**src/delayed_event_timer_queue_unit_defines.svh**
```systemverilog
// Assertion macros shared by the RTL of the delayed event timer queue.
`ifndef DELAYED_EVENT_TIMER_QUEUE_UNIT_DEFINES_SVH
`define DELAYED_EVENT_TIMER_QUEUE_UNIT_DEFINES_SVH

// The consequent must hold in the same cycle as the antecedent.
`define DETQ_ASSERT_SAME(label, clk, rst_n, ante, cons) \
  label: assert property (@(posedge clk) disable iff (!rst_n) (ante) |-> (cons)) \
    else $error("delayed event timer queue: same-cycle check failed");

// The consequent must hold in the cycle after the antecedent.
`define DETQ_ASSERT_NEXT(label, clk, rst_n, ante, cons) \
  label: assert property (@(posedge clk) disable iff (!rst_n) (ante) |=> (cons)) \
    else $error("delayed event timer queue: next-cycle check failed");

`endif

```
**src/detq_pkg.sv**
```systemverilog
`default_nettype none

package detq_pkg;

  // Number of entries in the list.
  localparam int QUEUE_DEPTH = 16;

  // Width of an entry count (0 up to QUEUE_DEPTH) and of a list index.
  localparam int CNT_W = $clog2(QUEUE_DEPTH + 1);
  localparam int PTR_W = (QUEUE_DEPTH > 1) ? $clog2(QUEUE_DEPTH) : 1;

  // Interrupt levels that own a pending bit.
  localparam logic [3:0] LEVEL_LOW  = 4'd10;
  localparam logic [3:0] LEVEL_HIGH = 4'd13;

  // Opcodes of an input word.
  localparam logic [1:0] OP_QUEUE = 2'd0;
  localparam logic [1:0] OP_TICK  = 2'd1;
  localparam logic [1:0] OP_RAISE = 2'd2;
  localparam logic [1:0] OP_CLEAR = 2'd3;

  // Result kinds.
  localparam logic [2:0] KIND_QUEUED  = 3'd0;
  localparam logic [2:0] KIND_DROPPED = 3'd1;
  localparam logic [2:0] KIND_FIRED   = 3'd2;
  localparam logic [2:0] KIND_NONE    = 3'd3;
  localparam logic [2:0] KIND_IRQ     = 3'd4;

  typedef struct packed {
    logic [1:0]  opcode;
    logic [15:0] delay_ticks;
    logic [15:0] event_param;
    logic [3:0]  irq_level;
  } in_word_t;

  typedef struct packed {
    logic [2:0]  result_kind;
    logic [15:0] fired_param;
    logic [3:0]  fired_level;
    logic [3:0]  pending_irqs;
    logic [4:0]  occupancy;
    logic        last;
  } out_word_t;

  // One pending event as held in a cell.
  typedef struct packed {
    logic [15:0] ticks;
    logic [15:0] param;
    logic [3:0]  level;
  } entry_t;

  // Per-cell control from the sequencer.
  typedef struct packed {
    logic load;      // write the new event into this cell
    logic mark;      // count down and flag expiry
    logic shift;     // take the neighbor's contents
    logic in_range;  // this cell holds a live entry
  } cell_ctl_t;

endpackage

`default_nettype wire

```
**src/detq_cell.sv**
```systemverilog
`default_nettype none

module detq_cell import detq_pkg::*; (
  input  wire logic      clk,
  input  wire cell_ctl_t ctl,
  input  wire entry_t    load_entry,
  input  wire entry_t    nbr_entry,
  input  wire logic      nbr_exp,
  output entry_t         cell_entry,
  output logic           cell_exp
);

  entry_t entry_r;
  logic   exp_r;

  // A cell loads a new event, counts down on a tick, or takes its neighbor's
  // entry when the list closes up over an expired one.
  always_ff @(posedge clk) begin
    if (ctl.load) begin
      entry_r <= load_entry;
    end else if (ctl.mark) begin
      exp_r         <= ctl.in_range && (entry_r.ticks <= 16'd1);
      entry_r.ticks <= entry_r.ticks - 16'd1;
    end else if (ctl.shift) begin
      entry_r <= nbr_entry;
      exp_r   <= nbr_exp;
    end
  end

  assign cell_entry = entry_r;
  assign cell_exp   = exp_r;

endmodule

`default_nettype wire

```
**src/delayed_event_timer_queue_unit.sv**
```systemverilog
`default_nettype none

// Delayed event timer queue. A word is taken when start is high and busy is
// low. Queue, raise and clear words answer one result word on the following
// cycle. A tick first counts every cell down, then adds up the expiry flags,
// group sums first and then their total, and then a pointer walks the row of
// cells, emitting one result word per expired entry while the cells behind
// it shift forward by one. Every result word appears on out_word for exactly
// one cycle with out_strobe high and cannot be held off, so the receiver must
// take it then. The entry stores need no clearing after reset.
module delayed_event_timer_queue_unit import detq_pkg::*; (
  input  wire logic     clk,
  input  wire logic     rst_n,
  input  wire logic     start,
  output logic          busy,
  input  wire in_word_t in_word,
  output logic          out_strobe,
  output out_word_t     out_word
);

`include "delayed_event_timer_queue_unit_defines.svh"

  // Sequencer states.
  localparam logic [1:0] S_IDLE  = 2'd0;
  localparam logic [1:0] S_SUM   = 2'd1;
  localparam logic [1:0] S_TOTAL = 2'd2;
  localparam logic [1:0] S_SCAN  = 2'd3;

  // Expiry flags are summed in groups of eight, then the groups are added.
  localparam int GRP_N = (QUEUE_DEPTH + 7) / 8;

  logic [1:0]       state_r, state_nxt;
  logic [CNT_W-1:0] count_r, count_nxt;
  logic [CNT_W-1:0] fire_left_r, fire_left_nxt;
  logic [PTR_W-1:0] ptr_r, ptr_nxt;
  logic [3:0]       irq_pending_r, irq_pending_nxt;
  logic             out_strobe_r, out_strobe_nxt;
  out_word_t        out_word_r, out_word_nxt;
  logic [3:0]       grp_r [GRP_N];

  logic             do_load, do_mark;
  logic [CNT_W-1:0] fire_total;
  logic [1:0]       lvl_off;
  logic             lvl_ok;
  logic [3:0]       lvl_bit;

  entry_t           cell_entry [QUEUE_DEPTH];
  logic             cell_exp   [QUEUE_DEPTH];
  logic             shift_en   [QUEUE_DEPTH];
  entry_t           load_entry;
  entry_t           sel_entry;
  logic             sel_exp;
  logic             scan_last;

  assign load_entry = '{ticks: in_word.delay_ticks, param: in_word.event_param,
                        level: in_word.irq_level};

  // Row of cells; each one hands its entry to the cell in front of it.
  for (genvar i = 0; i < QUEUE_DEPTH; i++) begin : g_cell
    cell_ctl_t ctl;
    entry_t    nbr_entry;
    logic      nbr_exp;

    assign shift_en[i]  = (state_r == S_SCAN) && sel_exp && (PTR_W'(i) >= ptr_r);
    assign ctl.load     = do_load && (CNT_W'(i) == count_r);
    assign ctl.mark     = do_mark;
    assign ctl.shift    = shift_en[i];
    assign ctl.in_range = CNT_W'(i) < count_r;

    if (i < QUEUE_DEPTH - 1) begin : g_mid
      assign nbr_entry = cell_entry[i+1];
      assign nbr_exp   = cell_exp[i+1];
    end else begin : g_tail
      assign nbr_entry = cell_entry[i];
      assign nbr_exp   = 1'b0;
    end

    detq_cell u_cell (
      .clk        (clk),
      .ctl        (ctl),
      .load_entry (load_entry),
      .nbr_entry  (nbr_entry),
      .nbr_exp    (nbr_exp),
      .cell_entry (cell_entry[i]),
      .cell_exp   (cell_exp[i])
    );
  end

  // Cell under the scan pointer.
  assign sel_entry = cell_entry[ptr_r];
  assign sel_exp   = cell_exp[ptr_r];
  assign scan_last = (fire_left_r == CNT_W'(1));

  // First stage of the expiry count: one partial sum per group of eight.
  always_ff @(posedge clk) begin
    for (int g = 0; g < GRP_N; g++) begin
      logic [3:0] acc;
      acc = 4'd0;
      for (int k = 0; k < 8; k++) begin
        if (g * 8 + k < QUEUE_DEPTH) begin
          acc = acc + {3'd0, cell_exp[g*8+k]};
        end
      end
      grp_r[g] <= acc;
    end
  end

  // Second stage: total number of expired entries.
  always_comb begin
    fire_total = '0;
    for (int g = 0; g < GRP_N; g++) begin
      fire_total = fire_total + CNT_W'(grp_r[g]);
    end
  end

  // Pending bit addressed by a raise or clear word.
  assign lvl_ok  = (in_word.irq_level >= LEVEL_LOW) && (in_word.irq_level <= LEVEL_HIGH);
  assign lvl_off = 2'(in_word.irq_level - LEVEL_LOW);
  assign lvl_bit = 4'b0001 << lvl_off;

  // Sequencer.
  always_comb begin
    state_nxt       = state_r;
    count_nxt       = count_r;
    fire_left_nxt   = fire_left_r;
    ptr_nxt         = ptr_r;
    irq_pending_nxt = irq_pending_r;
    out_strobe_nxt  = 1'b0;
    out_word_nxt    = out_word_r;
    do_load         = 1'b0;
    do_mark         = 1'b0;

    unique case (state_r)
      S_IDLE: begin
        if (start) begin
          out_word_nxt = '{result_kind: KIND_IRQ, fired_param: 16'd0, fired_level: 4'd0,
                           pending_irqs: irq_pending_r, occupancy: 5'(count_r), last: 1'b1};
          unique case (in_word.opcode) inside
            OP_QUEUE: begin
              out_strobe_nxt = 1'b1;
              if (count_r >= CNT_W'(QUEUE_DEPTH)) begin
                out_word_nxt.result_kind = KIND_DROPPED;
              end else begin
                do_load                = 1'b1;
                count_nxt              = count_r + CNT_W'(1);
                out_word_nxt.result_kind = KIND_QUEUED;
                out_word_nxt.occupancy   = 5'(count_nxt);
              end
            end
            OP_TICK: begin
              do_mark   = 1'b1;
              state_nxt = S_SUM;
            end
            OP_RAISE, OP_CLEAR: begin
              out_strobe_nxt = 1'b1;
              if (lvl_ok) begin
                irq_pending_nxt = (in_word.opcode == OP_RAISE) ?
                                  (irq_pending_r | lvl_bit) : (irq_pending_r & ~lvl_bit);
              end
              out_word_nxt.pending_irqs = irq_pending_nxt;
            end
            default: ;
          endcase
        end
      end
      S_SUM: begin
        state_nxt = S_TOTAL;
      end
      S_TOTAL: begin
        if (fire_total == '0) begin
          out_strobe_nxt = 1'b1;
          out_word_nxt   = '{result_kind: KIND_NONE, fired_param: 16'd0, fired_level: 4'd0,
                             pending_irqs: irq_pending_r, occupancy: 5'(count_r),
                             last: 1'b1};
          state_nxt      = S_IDLE;
        end else begin
          count_nxt     = count_r - fire_total;
          fire_left_nxt = fire_total;
          ptr_nxt       = '0;
          state_nxt     = S_SCAN;
        end
      end
      S_SCAN: begin
        if (sel_exp) begin
          out_strobe_nxt = 1'b1;
          out_word_nxt   = '{result_kind: KIND_FIRED, fired_param: sel_entry.param,
                             fired_level: sel_entry.level, pending_irqs: irq_pending_r,
                             occupancy: 5'(count_r), last: scan_last};
          fire_left_nxt  = fire_left_r - CNT_W'(1);
          if (scan_last) begin
            state_nxt = S_IDLE;
          end
        end else begin
          ptr_nxt = ptr_r + PTR_W'(1);
        end
      end
      default: begin
        state_nxt = S_IDLE;
      end
    endcase
  end

  // Control registers.
  always_ff @(posedge clk) begin
    if (!rst_n) begin
      state_r       <= S_IDLE;
      count_r       <= '0;
      fire_left_r   <= '0;
      ptr_r         <= '0;
      irq_pending_r <= 4'd0;
      out_strobe_r  <= 1'b0;
    end else begin
      state_r       <= state_nxt;
      count_r       <= count_nxt;
      fire_left_r   <= fire_left_nxt;
      ptr_r         <= ptr_nxt;
      irq_pending_r <= irq_pending_nxt;
      out_strobe_r  <= out_strobe_nxt;
    end
  end

  // Result word register.
  always_ff @(posedge clk) begin
    out_word_r <= out_word_nxt;
  end

  assign busy       = (state_r != S_IDLE);
  assign out_strobe = out_strobe_r;
  assign out_word   = out_word_r;

  // The scan runs only while expired entries are still to be reported.
  `DETQ_ASSERT_SAME(a_scan_has_work, clk, rst_n, state_r == S_SCAN, fire_left_r != '0)
  // The final word of an input leaves the block idle.
  `DETQ_ASSERT_SAME(a_last_idle, clk, rst_n, out_strobe_r && out_word_r.last,
                    state_r == S_IDLE)
  // The list never reports more entries than it holds.
  `DETQ_ASSERT_SAME(a_occ_bound, clk, rst_n, out_strobe_r,
                    out_word_r.occupancy <= 5'(QUEUE_DEPTH))
  // A tick always goes on to add up the expiry flags.
  `DETQ_ASSERT_NEXT(a_tick_sum, clk, rst_n,
                    start && !busy && (in_word.opcode == OP_TICK), state_r == S_SUM)

endmodule

`default_nettype wire

```
**config.mk**
```make
export PLATFORM = sky130hd
export DESIGN_NAME = delayed_event_timer_queue_unit
export DESIGN_NICKNAME = d
export VERILOG_FILES = /design/src/detq_pkg.sv /design/src/detq_cell.sv /design/src/delayed_event_timer_queue_unit.sv
export VERILOG_INCLUDE_DIRS = /design/src /design/src/src
export SDC_FILE = /design/constraint.sdc
export NUM_CORES = 2
export LEC_CHECK = 0
export BUFFER_PORTS_ARGS = -buffer_cell sky130_fd_sc_hd__buf_2
export CORE_MARGIN = 2
export CORE_UTILIZATION = 54
export DETAILED_ROUTE_END_ITERATION = 10
export PLACE_DENSITY = 0.7
export SLEW_MARGIN = 20
export SYNTH_ARGS = -nofsm -noshare
export SYNTH_HDL_FRONTEND = slang
export SYNTH_SLANG_ARGS = --single-unit
```
**constraint.sdc**
```tcl
create_clock -name clk -period 4 [get_ports clk]
set_clock_uncertainty 0.2 [all_clocks]
set_input_delay 0.2 -clock clk [delete_from_list [all_inputs] [get_ports clk]]
set_output_delay 0.2 -clock clk [all_outputs]
set_load 0.02 [all_outputs]
```
; After elaboration in Yosys (flattened, before gate mapping)
; Memory sizes are Yosys's and may differ from the RTL's.
; Index checks and enable logic that the tools add are counted.
; W data, S select, Z words.
[totals]
reg_bits = 646
mem_bits_rw = 8
in_bits = 41
elab_cells = 512
memories = 1
[memory_table]
columns = name, words, width, read_ports, rd_ports_with_merged_regs, wr, line_no
row1 = grp_r, 2, 4, 2, 0, 2, delayed_event_timer_queue_unit.sv:39  ; logic [3:0] grp_r [GRP_N];
[classes]
addsub = 36
order_cmp = 52
n_eq_ne = 44
n_shift = 1
mux = 138
bitwise = 20
n_reduce_logical = 144
[ops]
columns = operator, n
row1 = $mux W36, 31
row2 = $mux W20, 17
row3 = $le A16 B1 Y1 const B, 16
row4 = $mux W16, 16
row5 = $sub A16 B1 Y16 const B, 16
row6 = $bmux W36 S4, 1
row7 = $mux W33, 3
row8 = $pmux W33 S3, 1
row9 = $reduce_bool A2 Y1, 35
row10 = $reduce_and A2 Y1, 32
row11 = $logic_and A1 B1 Y1, 50
row12 = $reduce_bool A3 Y1, 16
row13 = $mux W1, 46
row14 = $eq A4 B5 Y1 const A, 8
row15 = $lt A4 B5 Y1 const A, 8
row16 = $add A4 B1 Y4, 8
row17 = $ge A4 B4 Y1 const A, 8
row18 = $mux W5, 6
row19 = $ne A2 B1 Y1 const B, 15
row20 = $eq A3 B5 Y1 const A, 4
row21 = $lt A3 B5 Y1 const A, 4
row22 = $mux W4, 5
row23 = $pmux W5 S2, 2
row24 = $ge A3 B4 Y1 const A, 4
row25 = other kinds (40), 83

; Logic depth before layout (Yosys ltp)
[depth]
depth_word = 9
ltp_mapped = 10
mapped_depth_nobuf = 10

; Modules after synthesis
; Synthesis repeated with hierarchy kept, for this count alone.
[unflattened]
hier_cells = 3279
hier_area_um2 = 38219.2
[modules_own_cells]
columns = module, n_inst, cells_per_inst, area_each_um2
row1 = detq_cell at g_cell[0].u_cell ..., 8, 162, 1995.7
row2 = detq_cell at g_cell[2].u_cell ..., 7, 164, 1981.9
row3 = delayed_event_timer_queue_unit, 1, 671, 6393.6
row4 = detq_cell at g_cell[9].u_cell, 1, 164, 1986.9

; Worst setup path before layout
; Ideal clock, no wire load.
[synth_timing]
kind = register to register
startpoint = register ptr_r[1]
endpoint = register g_cell[5].u_cell.entry_r, in the netlist g_cell[5].u_cell.cell_entry[20] (enable)
setup_time_ps = 375
arrival_time_ps = 3453
setup_slack_ps = -28
stages_incl_launch_ff = 8
cell_sequence = dfxtp_1 buf_2 mux4_2 mux2i_1 o22ai_1 nand3_1 o21ai_0 nand2b_1
[synth_between]
elab_chain_len = 7
elab_cells_between_ends = 8
[synth_lines]
columns = item, line_no
row1 = start: declaration, delayed_event_timer_queue_unit.sv:35  ; logic [PTR_W-1:0] ptr_r, ptr_nxt;
row2 = start signal: assignment, delayed_event_timer_queue_unit.sv:216  ; ptr_r <= ptr_nxt;
row3 = $not A4 Y5 (not written as such), delayed_event_timer_queue_unit.sv:91  ; assign sel_exp = cell_exp[ptr_r];
row4 = $bmux W1 S4, delayed_event_timer_queue_unit.sv:91
row5 = $mux W1 (not written as such) (2 in series), delayed_event_timer_queue_unit.sv:91
row6 = $logic_and A1 B1 Y1, delayed_event_timer_queue_unit.sv:64  ; assign shift_en[i] = (state_r == S_SCAN) && sel_exp && (PTR_W'(i) >= ptr_r);
row7 = $logic_and A1 B1 Y1 (*), delayed_event_timer_queue_unit.sv:64
row8 = $reduce_bool A3 Y1 (no source line) (*), -
row9 = end signal: assignment, detq_cell.sv:20  ; entry_r <= load_entry;
row10 = end signal: assignment, detq_cell.sv:25  ; entry_r <= nbr_entry;
row11 = end: declaration, detq_cell.sv:13  ; entry_t entry_r;
; Mark *: on every way between the ends. The rest lies on a longest branch, timed or not. The select of a mux whose other input is x is not followed.
; A chain may end at the register's enable or synchronous reset.

; Worst setup path in the final report
[layout_timing]
startpoint = register ptr_r[0]
endpoint = register g_cell[13].u_cell.entry_r, in the netlist g_cell[13].u_cell.cell_entry[2] (enable)
[layout_between]
elab_chain_len = 8
elab_cells_between_ends = 9
[layout_lines]
columns = item, line_no
row1 = $not A4 Y5 (not written as such), delayed_event_timer_queue_unit.sv:91
row2 = $bmux W1 S4, delayed_event_timer_queue_unit.sv:91
row3 = $mux W1 (not written as such) (2 in series), delayed_event_timer_queue_unit.sv:91
row4 = $logic_and A1 B1 Y1, delayed_event_timer_queue_unit.sv:64
row5 = $logic_and A1 B1 Y1 (*), delayed_event_timer_queue_unit.sv:64
row6 = $reduce_bool A2 Y1 (no source line) (*), -
row7 = $reduce_and A2 Y1 (no source line) (*), -
row8 = end signal: assignment, detq_cell.sv:20
row9 = end signal: assignment, detq_cell.sv:25
row10 = end: declaration, detq_cell.sv:13
; Marks and branches as above.

==> metrics.md <==
| Metric | Value |
|---|---|
| CP required | about 4 ns |
| # setup viols final | 0 |
| Post-synthesis async set-or-reset flop share | 0% |
| Layout area overhead | 9.98% |
| DRC | 0 |
| Wire length per cell | 21.2 um |
| Total number of vias | around 30000 |
| Commonest cells after routing, fill and taps aside | nand2_1, edfxtp_1, o21ai_0 |
| Mux cell area share after synthesis | under 10% |
| Starting Density | 54.4% |
| DRT iter0 DRCs | approximately 3300 |
| Post-synth EDFFs | around 630 |
| Syn. warnings | 0 |
| Placer Congestion | 0.913 |
| TritonCTS Sinks | approximately 650 |
| Die extent in y | ~270 um |
| Initial antenna violation count | 0 |
| Register-to-register setup slack | between 0.6 and 0.7 ns |
| Seq/Total Area, Yosys | between 50% and 60% |
| Syn nets | slightly above 4000 |
| CP Launch Type | flip-flop |
| Core Box Area | between 0.06 and 0.07 mm2 |
| Total CTS buffers | 73 |
| Simple-gate portion of the synthesized area | about 20% |
| Worst-margin pin slew | about 1.1 ns |
| Hold Vio Cnt, Final | 0 |
| Die Area | between 0.07 and 0.08 mm2 |
| Die width | about 270 um |
| Slew Limit Fails | 0 |
| CTS resizes | 0 |
| Via density | 5.96 |
| Most common cell after layout, fill and taps aside | nand2_1 |
| Status | completed |
| GR Util All Layers | 28.7% |
| Skew-Pair Late Insertion Delay | between 0.6 and 0.7 ns |
| Critical-path top delay cell | nand2_1 |
| First-pass GRT wire length | around 160 mm |
| RSZ-0062 raised after global routing | false |
| Main combinational cell family by area after synthesis | simple AND/OR/NAND/NOR gates |
| Max VDD drop | about 0.24 mV |
| Number of diodes | 0 |
| # nets final | roughly 4100 |
| DRT Pass-1 Iters | 6 |
| Layout cells sized above 1 | 10.4% |
| Crit share post-route | a little over four fifths |
| Largest fanout on the critical path | 20 |
| Synth Area in Compound Gates | under 10% |
| FF+latch count, synth | between 600 and 700 |
| Clock transition at the registers of the reported paths | 0.06 ns |
| Cells after Synth | between 3000 and 4000 |
| Xor-xnor portion of the synthesized cell area | 4.64% |
| PwrDens | ~370 mW/mm2 |
| CTS tree | yes |
| Post-Route WL | ~100 mm |
| Synth Flop Type | edfxtp_1 |
| Slew HR | between 20% and 30% |
| Uppermost layer routed | met4 |
| Yosys cell types | 75 |
| Min Tclk post-route | approximately 3.4 ns |
| Non-filler cells, final | 4953 |
| Mapped Area | 0.0380 mm2 |
| Hpwl dp | approximately 73 mm |
| Total congestion overflow | 0 |
| Met1 Wirelength | 44.6 mm |
| Vias in the first global route | 28209 |
| Crit path kind | flip-flop to flip-flop |
| Filler instances | between 5000 and 6000 |
| WL met2 | between 40 and 50 mm |
| Leak | approximately 15 nW |
| Core Rows | a little under 100 |
| Crit path DAT | ~3.4 ns |
| Root Buffer Master | clkbuf_16 |
| Setup total negative slack | 0 ns |
| Dpl cells | approximately 4800 |
| Post-route ant nets | 0 |
| Hold Path Class | primary input to flip-flop |
| Max_cap viols | 0 |
| Critical Path Sink Type | flip-flop |
| Worst-case clock buffer depth | 3 |
| H-tree levels | 3 |
| Pin count of the biggest net entering global routing | 90 |
| Fmax | 295 MHz |
| Synth Area in Adders | 2.31% |
| Worst setup margin | 0.612 ns |
| Met3 wire len | 9.53 mm |
| IO buf count | 75 |
| Avg Synthesized Cell Area | about 9.6 um2 |
| Critical Path, Cell by Cell | mux4_2 -> mux2i_1 -> o22a_1 -> buf_4 -> nor2_1 -> o21ai_0 -> nand2_1 |
| IO Count | 76 |
| Post-Place Setup Slack | roughly 0.64 ns |
| CP peak stage delay | between 0.7 and 0.8 ns |
layout make-up:
| class | instances | area (um2) | area share [%] |
|---|---|---|---|
| Sequential cell | 654 | 19400 | 46.4 |
| Inverter | 72 | 270 | 0.647 |
| Tap cell | 940 | 1180 | 2.82 |
| Timing Repair Buffer | 196 | 1470 | 3.51 |
| Multi-Input combinational cell | 2961 | 17200 | 41.3 |
| Clock inverter | 37 | 335 | 0.803 |
| Clock buffer | 93 | 1910 | 4.58 |
report_power, final:
part	leakage (nW)	switching [W]	internal (W)
sequential	5.95	0.000167	0.00766
clock	1.10	0.00287	0.00361
combinational	7.53	0.000789	0.000430
registers in the layout, summed over array words and instances, names as in the netlist:
signal                    cells
state_r                       2
ptr_r                         4
g_cell.u_cell.cell_exp       16
g_cell.u_cell.cell_entry    576
grp_r                         8
out_strobe                    1
irq_pending_r                 4
count_r                       5
fire_left_r                   5
out_word                     33
cell usage after synthesis, drive strengths merged, types with 5 or more instances:
cell type / instances / area, um2
nand2: 1152 / 4330
edfxtp: 625 / 18800
o21ai: 287 / 1440
nor2: 282 / 1060
clkbuf: 189 / 709
a21oi: 182 / 911
mux2i: 148 / 1480
xnor2: 125 / 1090
buf: 91 / 444
nor3: 83 / 432
xor2: 76 / 666
inv: 70 / 263
mux2: 65 / 732
nand3: 57 / 285
ha: 54 / 676
nor4: 54 / 395
mux4: 43 / 968
o221ai: 42 / 368
or3: 40 / 250
dfxtp: 29 / 581
o22ai: 25 / 156
a211oi: 22 / 165
and2: 22 / 138
nand4: 21 / 131
nand2b: 16 / 100
or4: 14 / 113
nor2b: 13 / 81.3
o211ai: 13 / 97.6
o31ai: 13 / 97.6
a21boi: 12 / 90.1
and3: 10 / 62.6
fa: 10 / 200
a31oi: 8 / 50.1
or2: 8 / 50.1
nand3b: 6 / 45.0
nor4b: 6 / 52.6
o2111ai: 5 / 43.8
o21a: 5 / 37.5
or4b: 5 / 50.1
stage by stage:
stage / hold WS (ns) / total power, W / cell area (um2) / utilization (%)
2_1_floorplan: 0.0989 / 0.00870 / 38000 / -
3_3_place_gp: 0.256 / 0.00911 / 39200 / 56.2
3_5_place_dp: 0.272 / 0.00914 / 39200 / 56.2
4_1_cts: 0.00528 / 0.0156 / 41700 / 59.8
5_1_grt: 0.0470 / 0.0160 / 41700 / 59.8
6_report: 0.0374 / 0.0155 / 41700 / 59.8
cell families (layout without fill, tap and decap cells):
logic type / after synthesis / count (layout)
AND/OR/NAND/NOR: 1802 / 1802
XOR/XNOR: 201 / 201
flip-flops: 654 / 654
AO/OA/AOI/OAI: 638 / 638
buffers and inverters: 352 / 398
adder cells (fa/ha/maj): 64 / 64
multiplexers: 256 / 256
worst paths after layout:
kind / from / end / depth (start not counted)
setup / recovery: ptr_r[0]$_SDFFE_PN0P_ / g_cell[13].u_cell.cell_entry[2]$_DFFE_PP_ / 7
hold / removal: in_word[22] / g_cell[3].u_cell.cell_entry[22]$_DFFE_PP_ / 3
setup reg to reg: ptr_r[0]$_SDFFE_PN0P_ / g_cell[13].u_cell.cell_entry[2]$_DFFE_PP_ / 7
hold reg to reg: irq_pending_r[3]$_SDFFE_PN0P_ / irq_pending_r[3]$_SDFFE_PN0P_ / 2
repair_timing:
item	CTS	global route
hold endpoints to repair	317	0
buffers inserted	0	0
hold buffers	28	0
metal layers:
metal,up-vias,GRT usage (%)
met3,203,4.65
li1,13964,-
met2,1312,44.4
met4,0,9.94
met1,14038,41.0
met5,-,0
worst max-delay path: cells and delay by family (launching register included):
family | cells | cell delay, ns
flip-flops | 1 | 0.43
buffers and inverters | 1 | 0.16
AND/OR/NAND/NOR | 2 | 1.12
multiplexers | 2 | 0.48
AO/OA/AOI/OAI | 2 | 0.58
Power figures use the tool's default switching activity.
